### config.mk
export PLATFORM = sky130hd
export DESIGN_NAME = array_priority_queue_unit
export DESIGN_NICKNAME = d
export VERILOG_FILES = /design/src/rtl/apq_pkg.sv /design/src/rtl/array_priority_queue_unit.sv /design/src/rtl/apq_mem.sv /design/src/rtl/apq_best.sv
export SDC_FILE = /design/constraint.sdc
export NUM_CORES = 1
export LEC_CHECK = 0
export ABC_CLOCK_PERIOD_IN_PS = 19800
export BUFFER_PORTS_ARGS = -buffer_cell sky130_fd_sc_hd__buf_2
export CAP_MARGIN = 30
export CELL_PAD_IN_SITES_DETAIL_PLACEMENT = 1
export CELL_PAD_IN_SITES_GLOBAL_PLACEMENT = 1
export CORE_MARGIN = 2
export CORE_UTILIZATION = 30
export DETAILED_ROUTE_END_ITERATION = 8
export PLACE_DENSITY_LB_ADDON = 0.1
export SYNTH_ARGS = -nofsm -noshare
export SYNTH_HDL_FRONTEND = slang
export SYNTH_SLANG_ARGS = --single-unit
### constraint.sdc
create_clock -name clk -period 19.8 [get_ports clk]
set_input_delay 0.99 -clock clk [delete_from_list [all_inputs] [get_ports clk]]
set_output_delay 0.99 -clock clk [all_outputs]
set_load 0.1 [all_outputs]
### src/rtl/apq_pkg.sv
package apq_pkg;

  localparam int SLOTS_DEF = 16;
  localparam int PRIO_W    = 16;
  localparam int ITEM_W    = 32;

  localparam logic [1:0] OP_INSERT = 2'd0;
  localparam logic [1:0] OP_REMOVE = 2'd1;
  localparam logic [1:0] OP_PEEK   = 2'd2;

  localparam logic [1:0] ST_OK        = 2'd0;
  localparam logic [1:0] ST_OVERFLOW  = 2'd1;
  localparam logic [1:0] ST_UNDERFLOW = 2'd2;

  typedef struct packed {
    logic [1:0]               op;
    logic [PRIO_W-1:0]        priority_req;
    logic signed [ITEM_W-1:0] item_in;
  } in_t;

  typedef struct packed {
    logic signed [ITEM_W-1:0] item_out;
    logic [1:0]               status;
  } out_t;

  // one stored slot: priority and item side by side in the memory
  typedef struct packed {
    logic [PRIO_W-1:0]        prio;
    logic signed [ITEM_W-1:0] item;
  } slot_t;

  // control from the sequencer to the running-maximum unit
  typedef struct packed {
    logic clr;
    logic cmp;
  } best_ctl_t;

endpackage

### src/rtl/array_priority_queue_unit.sv
// channel | direction | handshake          | payload
// in      | input     | in_valid/in_stall  | in_data  (op, priority_req, item_in)
// out     | output    | out_valid/out_stall| out_data (item_out, status)
//
// Remove/peek: the slots are read one per cycle through the single memory read port
// and the shared comparator, then the read pipeline drains before the result is taken.
// Insert: the valid bits are tested one per cycle from slot 0 up to the lowest free slot.
// Full insert, empty remove/peek and unused op codes go straight to the result.
// Synchronous reset empties the queue; slot memory contents are not cleared.
// in_stall is high from accept until the result is in the output register;
// a stalled result is held while the next item is taken.
module array_priority_queue_unit #(
  parameter int SLOTS = apq_pkg::SLOTS_DEF
) (
  input  logic          clk,
  input  logic          rst,
  input  logic          in_valid,
  output logic          in_stall,
  input  apq_pkg::in_t  in_data,
  output logic          out_valid,
  input  logic          out_stall,
  output apq_pkg::out_t out_data
);

  localparam int IW = (SLOTS > 1) ? $clog2(SLOTS) : 1;
  localparam int CW = $clog2(SLOTS + 1);
  localparam logic [CW-1:0] FULL = CW'(SLOTS);

  localparam logic [1:0] S_IDLE = 2'd0;
  localparam logic [1:0] S_FREE = 2'd1;
  localparam logic [1:0] S_SCAN = 2'd2;
  localparam logic [1:0] S_DONE = 2'd3;

  logic [1:0]       state;
  logic [CW-1:0]    cnt;
  logic [CW-1:0]    entry_count;
  logic [SLOTS-1:0] slot_valid;
  apq_pkg::in_t     req;
  apq_pkg::out_t    res;
  logic             rd_pend;
  logic             rd_vld;
  logic [IW-1:0]    rd_idx;

  logic                              accept;
  logic [IW-1:0]                     idx;
  logic                              issue;
  logic                              wr_en;
  apq_pkg::slot_t                    wr_slot;
  apq_pkg::slot_t                    rd_slot;
  apq_pkg::best_ctl_t                ctl;
  logic [IW-1:0]                     best_idx;
  logic signed [apq_pkg::ITEM_W-1:0] best_item;

  always_comb begin
    in_stall     = (state != S_IDLE);
    accept       = in_valid && !in_stall;
    idx          = cnt[IW-1:0];
    issue        = (state == S_SCAN) && (cnt != FULL);
    wr_en        = (state == S_FREE) && !slot_valid[idx];
    wr_slot.prio = req.priority_req;
    wr_slot.item = req.item_in;
    ctl.clr      = accept;
    ctl.cmp      = rd_pend;
  end

  apq_mem #(.SLOTS(SLOTS), .IW(IW)) u_mem (
    .clk   (clk),
    .we    (wr_en),
    .waddr (idx),
    .wdata (wr_slot),
    .raddr (idx),
    .rdata (rd_slot)
  );

  apq_best #(.IW(IW)) u_best (
    .clk       (clk),
    .rst       (rst),
    .ctl       (ctl),
    .vld       (rd_vld),
    .idx       (rd_idx),
    .ent       (rd_slot),
    .best_idx  (best_idx),
    .best_item (best_item)
  );

  // read pipeline tags travel with the registered memory data
  always_ff @(posedge clk) begin
    rd_vld <= slot_valid[idx];
    rd_idx <= idx;
  end

  always_ff @(posedge clk) begin
    if (rst) begin
      state       <= S_IDLE;
      entry_count <= '0;
      slot_valid  <= '0;
      out_valid   <= 1'b0;
      rd_pend     <= 1'b0;
    end else begin
      rd_pend <= issue;
      // in S_DONE the output register is handled below
      if (out_valid && !out_stall && state != S_DONE) begin
        out_valid <= 1'b0;
      end
      unique case (state)
        S_IDLE: begin
          if (in_valid) begin
            req <= in_data;
            cnt <= '0;
            priority if (in_data.op == apq_pkg::OP_INSERT) begin
              if (entry_count == FULL) begin
                res   <= '{item_out: '0, status: apq_pkg::ST_OVERFLOW};
                state <= S_DONE;
              end else begin
                state <= S_FREE;
              end
            end else if (in_data.op == apq_pkg::OP_REMOVE ||
                         in_data.op == apq_pkg::OP_PEEK) begin
              if (entry_count == '0) begin
                res   <= '{item_out: '0, status: apq_pkg::ST_UNDERFLOW};
                state <= S_DONE;
              end else begin
                state <= S_SCAN;
              end
            end else begin
              res   <= '{item_out: '0, status: apq_pkg::ST_OK};
              state <= S_DONE;
            end
          end
        end
        S_FREE: begin
          if (!slot_valid[idx]) begin
            slot_valid[idx] <= 1'b1;
            entry_count     <= entry_count + CW'(1);
            res             <= '{item_out: '0, status: apq_pkg::ST_OK};
            state           <= S_DONE;
          end else begin
            cnt <= cnt + CW'(1);
          end
        end
        S_SCAN: begin
          if (issue) begin
            cnt <= cnt + CW'(1);
          end else if (!rd_pend) begin
            res <= '{item_out: best_item, status: apq_pkg::ST_OK};
            if (req.op == apq_pkg::OP_REMOVE) begin
              slot_valid[best_idx] <= 1'b0;
              entry_count          <= entry_count - CW'(1);
            end
            state <= S_DONE;
          end
        end
        S_DONE: begin
          if (!out_valid || !out_stall) begin
            out_data  <= res;
            out_valid <= 1'b1;
            state     <= S_IDLE;
          end
        end
        default: begin
          state <= S_IDLE;
        end
      endcase
    end
  end

`ifndef ASSERT_OFF
  a_count_bound: assert property (@(posedge clk) disable iff (rst)
    entry_count <= FULL)
    else $error("entry count above slot count");

  a_count_match: assert property (@(posedge clk) disable iff (rst)
    entry_count == CW'($countones(slot_valid)))
    else $error("entry count differs from valid bits");

  a_free_not_full: assert property (@(posedge clk) disable iff (rst)
    state == S_FREE |-> entry_count != FULL)
    else $error("free-slot search on a full table");

  a_scan_not_empty: assert property (@(posedge clk) disable iff (rst)
    state == S_SCAN |-> entry_count != '0)
    else $error("maximum scan on an empty table");
`endif

endmodule

### src/rtl/apq_mem.sv
module apq_mem #(
  parameter int SLOTS = apq_pkg::SLOTS_DEF,
  parameter int IW    = 4
) (
  input  logic           clk,
  input  logic           we,
  input  logic [IW-1:0]  waddr,
  input  apq_pkg::slot_t wdata,
  input  logic [IW-1:0]  raddr,
  output apq_pkg::slot_t rdata
);

  apq_pkg::slot_t mem [SLOTS];

  always_ff @(posedge clk) begin
    if (we) begin
      mem[waddr] <= wdata;
    end
  end

  always_ff @(posedge clk) begin
    rdata <= mem[raddr];
  end

endmodule

### src/rtl/apq_best.sv
module apq_best #(
  parameter int IW = 4
) (
  input  logic                               clk,
  input  logic                               rst,
  input  apq_pkg::best_ctl_t                 ctl,
  input  logic                               vld,
  input  logic [IW-1:0]                      idx,
  input  apq_pkg::slot_t                     ent,
  output logic [IW-1:0]                      best_idx,
  output logic signed [apq_pkg::ITEM_W-1:0]  best_item
);

  logic                       have;
  logic [apq_pkg::PRIO_W-1:0] best_prio;
  logic                       take;

  // strictly greater keeps the lowest index on ties, slots arrive in order
  assign take = ctl.cmp && vld && (!have || (ent.prio > best_prio));

  always_ff @(posedge clk) begin
    if (rst) begin
      have <= 1'b0;
    end else if (ctl.clr) begin
      have <= 1'b0;
    end else if (take) begin
      have <= 1'b1;
    end
  end

  always_ff @(posedge clk) begin
    if (take) begin
      best_prio <= ent.prio;
      best_idx  <= idx;
      best_item <= ent.item;
    end
  end

endmodule

* Word level (Yosys, flattened, before mapping) *
Memory sizes are Yosys's and may differ from the RTL's. A register that Yosys moved wholly into a read port is not among the register bits.
Index checks and enable logic that the tools add are counted.

word-level totals
  memory bits (writable) = 768
  bits of input ports = 54
  bits in registers = 206
  memories kept = 1
  word-level logic and storage cells = 125

operators by class
  reductions and logical operators = 30
  add/sub/neg operators = 3
  mux-type cells = 44
  order comparisons = 5
  equality and inequality tests = 19
  bitwise logic cells = 4

memories
  name       words  width  rd ports  clocked after memory_dff  write ports  RTL line       RTL
  u_mem.mem  16     48     1         1                         1            apq_mem.sv:13  apq_pkg::slot_t mem [SLOTS];

operators by type and width
  operator                                                               count
  34-bit two-way mux                                                     8
  34-bit one-hot mux with 3 select lines                                 1
  16-bit two-way mux                                                     4
  5-bit two-way mux                                                      7
  16-bit one-hot mux with 2 select lines                                 1
  16-bit bitwise AND                                                     1
  16-bit > comparator                                                    1
  2-bit two-way mux                                                      8
  16-bit inverter                                                        1
  16-bit OR                                                              1
  5-bit one-hot mux with 3 select lines                                  1
  5-bit AND reduction                                                    3
  2-bit inequality test, second input constant                           7
  5-bit by 1-bit adder with 5-bit output, second input constant          2
  4-bit by 5-bit < comparator with 1-bit output, second input constant   2
  5-bit one-hot mux with 2 select lines                                  1
  1-bit logical AND                                                      9
  1-bit two-way mux                                                      9
  1-bit demux with 4-bit select                                          2
  4-bit by 1-bit >= comparator with 1-bit output, second input constant  2
  2-bit one-hot mux with 4 select lines                                  1
  8-bit AND reduction                                                    1
  2-bit by 1-bit equality test with 1-bit output, second input constant  3
  2-bit equality test, second input constant                             3
  16 further kinds                                                       26

* Depth between registers and ports, before layout *
  word-level depth = 10
  gate-level depth with buffers = 13
  depth with buffers taken out = 10

* Modules after synthesis *
A second synthesis with hierarchy kept.

unflattened totals
  cell total of the unflattened synthesis = 1,756
  area total of the unflattened synthesis = 37,643.6 sq um

modules (own cells, without submodules)
  module                     cells each  sequential area each (sq um)  area an instance (sq um)  times used
  apq_mem                    1,242       24,023.0                      29,691.0                  1
  array_priority_queue_unit  401         4,294.1                       5,929.4                   1
  apq_best                   113         1,581.5                       2,023.2                   1

* Worst setup path after synthesis *
OpenSTA, ideal clock, no wires.

  path kind = register -> register
  start = register cnt[0]
  end = memory u_mem.mem[0][0] in the netlist's numbering, enable pin
  required time = 19,227 ps
  cell stages (with the launch flop) = 8
  arrival time = 6,264 ps
  path slack = 12,963 ps
  buffers on the path = 3
  library setup time = 573 ps
  clock period less this slack = 6,837 ps
  cells stage by stage = edfxtp_1 -> buf_6 -> clkbuf_1 -> clkbuf_1 -> inv_1 -> ha_1 -> inv_1 -> nor4_1

on the way
  longest elaborated chain between the ends = 6

RTL lines
  element                                    RTL line                          RTL
  start: declaration                         array_priority_queue_unit.sv:35   logic [CW-1:0] cnt;
  start signal: assignment                   array_priority_queue_unit.sv:138  cnt <= cnt + CW'(1);
  start signal: assignment                   array_priority_queue_unit.sv:143  cnt <= cnt + CW'(1);
  1-bit binary-select mux with 4-bit select  array_priority_queue_unit.sv:59   wr_en = (state == S_FREE) && !slot_valid[idx];
  1-bit two-way mux (implied by the code)    array_priority_queue_unit.sv:59
  1-bit logical NOT                          --
  1-bit logical AND                          array_priority_queue_unit.sv:59
  1-bit two-way mux                          apq_mem.sv:16                     if (we) begin
  1-bit two-way mux (implied by the code)    apq_mem.sv:17                     mem[waddr] <= wdata;
  end: declaration                           apq_mem.sv:13

Parallel ways exist; a longest one is shown, timed or not. The select of a mux whose other input is x is not followed.

* Worst setup path after layout *
  start = register cnt[0]
  end = memory u_mem.mem[15][6] in the netlist's numbering, enable pin

Same word-level chain as after synthesis.

==> qor.yml <==
route:
  routed_via_density: 4.72
  drt_iter0_drc: 1058
  vias: 16658
  ant_nets: 0
  dr.pass1.iters: 5
  wl_per_cell_um: 26.2
  drc_errors: 0
  wirelength_um: 92600
synthesis:
  ys_warn_count: 0
  syn-mean-instance-area_sq_um: 23.1
  synth_area_leader_cell: "edfxtp_1"
  yosysTopAreaCellShare_pct: 75.5
  synthFlopType: "edfxtp_1"
  yosys.cell_count.top_type: "edfxtp_1"
  synth_cell_types: 48
  synth_edf_count: 943
  async_reset_ff_share_pct: 0
  netlist_top_cells_area: "edfxtp_1 (75%), mux4_2 (15%), dfxtp_1 (4.2%), ha_1 (0.97%), and2_1 (0.68%)"
  syn_nets: 1706
  ys_seq_area_share_pct: 79.7
  synth-seq-cells: 1022
  yosys-top-cells-count: "edfxtp_1 (943), mux4_2 (243), dfxtp_1 (79), and2_1 (41), clkbuf_1 (41)"
  synthCells: 1622
  syn_area_sq_um: 37500
timing:
  min_period_over_period_pct: 20.7
  worst_slew_margin_rel_pct: 31.0
  hold_viol: 0
  grt_setup_unrepaired: "false"
  postLayoutSetupSlackWorst_ns: 15.71
  setup_viol: 0
  worstMarginPinSlew_ns: 1.04
  setup_tns_ns: 0
  fin_worst_skew_ns: 0.0297
  period_minus_slack_ns: 4.09
  slew_violations: 0
  clock.fmax_ghz: 0.245
final_layout:
  n_fill_cell: 11957
  syn_to_final_growth_pct: 17.1
  ff_latch_area_sq_um: 29900
  num_antenna_cells: 0
  finalNetCount: 1879
  drive_gt1_share_pct: 29.5
  multiInputGateArea_sq_um: 7320
  stdcell_area_sq_um: 43900
  final_core_util_pct: 35.4
global_route:
  grt_pass1_vias: 18732
  grt_overflow_total: 0
  antenna_found_initial: 1
  grt_max_degree: 148
  grt_usage_pct: 14.7
  grt_first_pass_wirelength_um: 135000
clock_tree:
  numClockSinks: 1022
  cts_buffers: 113
  clockBufferDepth: 3
  ctsRootBufferMaster: "clkbuf_16"
  clkLatencyLatePin_ns: 0.70
  clkTransAtPathRegs_ns: 0.06
  cts_hold_buffers: 0
  cts_setup_buffers: 0
  h-tree-depth: 3
  cts_tree: "built"
  cts_resized: 0
floorplanning:
  die-height_um: 358
  dieArea_sq_um: 128000
  die_x_um: 358
  io-pin-count: 90
  core_sq_um: 124000
  rows: 129
  initial_core_util_pct: 30.3
critical_path:
  arrival_ns: 4.39
  end_kind: "flop"
  path_max_fanout: 94
  crit_type: "flop to flop"
  startpoint_type: "flop"
  worstPathRequired_ns: 20.10
place:
  place_ws_ns: 15.53
  place_area_sq_um: 40300
  io_buffer_count: 89
  gp_congestion: 0.714
  hpwl_um: 49100
pwr:
  irDropWorstVdd_mv: 0.0756
  cellPowerDensity_nw_per_um2: 134
  power.total_uw: 5890
  p_leak_uw: 0.0140
flow_run:
  cap_violations: 0
hold_path:
  hold_class: "flop to flop"
run_status:
  status: "completed"
state kept, by name, summed over array words and instances (netlist names):
| signal | flops |
|---|---|
| entry_count | 5 |
| res | 34 |
| u_mem.rdata | 48 |
| slot_valid | 16 |
| rd_pend | 1 |
| state | 2 |
| u_best.best_idx | 4 |
| u_best.have | 1 |
| u_best.best_item | 32 |
| u_best.best_prio | 16 |
| out_valid | 1 |
| rd_vld | 1 |
| rd_idx | 4 |
| req | 50 |
| cnt | 5 |
| out_data | 34 |
| u_mem.mem | 768 |
worst max-delay path, cell delays in order (launching register included):
cell	delay, ns
edfxtp_1	0.33
buf_4	0.28
buf_16	0.31
buf_12	0.67
ha_1	0.51
nand2_1	0.19
nor2_4	0.61
buf_4	0.71
cell families after synthesis:
family / Yosys count / share of synthesized area [%]
AO/OA/AOI/OAI: 61 / 1.10
AND/OR/NAND/NOR: 151 / 2.20
adder cells (fa/ha/maj): 30 / 1.02
XOR/XNOR: 7 / 0.163
flip-flops: 1022 / 79.7
multiplexers: 248 / 14.8
buffers and inverters: 103 / 1.06
layer usage:
| layer | up-vias | global-route usage (%) | wire (um) |
|---|---|---|---|
| met3 | 120 | 2.12 | 2830 |
| met5 | - | 0 | 0 |
| met4 | 0 | 3.86 | 1650 |
| met1 | 9122 | 20.5 | 43100 |
| met2 | 278 | 24.2 | 45000 |
| li1 | 7138 | - | - |
final timing paths:
| check | end | from | slack, ns | cells after the start |
|---|---|---|---|---|
| worst min register to register | u_best.best_item[24]$_DFFE_PP_ | u_mem.rdata[24]$_DFF_P_ | 0.40 | 0 |
| worst min-delay path | u_best.best_item[24]$_DFFE_PP_ | u_mem.rdata[24]$_DFF_P_ | 0.40 | 0 |
| worst max register to register | u_mem.mem[15][6]$_DFFE_PP_ | cnt[0]$_SDFFCE_PP0P_ | 15.71 | 7 |
| worst max-delay path | u_mem.mem[15][6]$_DFFE_PP_ | cnt[0]$_SDFFCE_PP0P_ | 15.71 | 7 |
area by class of cell:
class,count,area share (%)
well taps,1637,4.66
repair buffers,128,2.07
inverters,33,0.288
clock buffers,160,7.25
flip-flops and latches,1022,68.0
clock inverters,54,1.04
multi-input cells,497,16.7
stage by stage:
step,std cells,hold WS [ns]
6_report,3531,0.403
5_1_grt,3531,0.410
4_1_cts,3531,0.404
3_5_place_dp,3317,0.390
3_3_place_gp,3309,0.386
2_1_floorplan,1622,0.356
cells in the final DEF (no fill, tap or decap), types with 26 or more instances in the layout:
cell and n:
nand2_1 26, clkbuf_1 30, mux4_2 243, inv_1 32, buf_4 29, and2_1 37
dfxtp_1 79, buf_2 89, edfxtp_1 943, clkbuf_16 114, ha_1 28
power by group:
group          leakage, uW  internal [uW]  switching [uW]  total [uW]
clock              0.00179           1190             853        2050
combinational      0.00299            501             616        1120
sequential         0.00918           2610             113        2730
total               0.0140           4310            1580        5890
No activity file was read; power rests on OpenSTA's default activity.
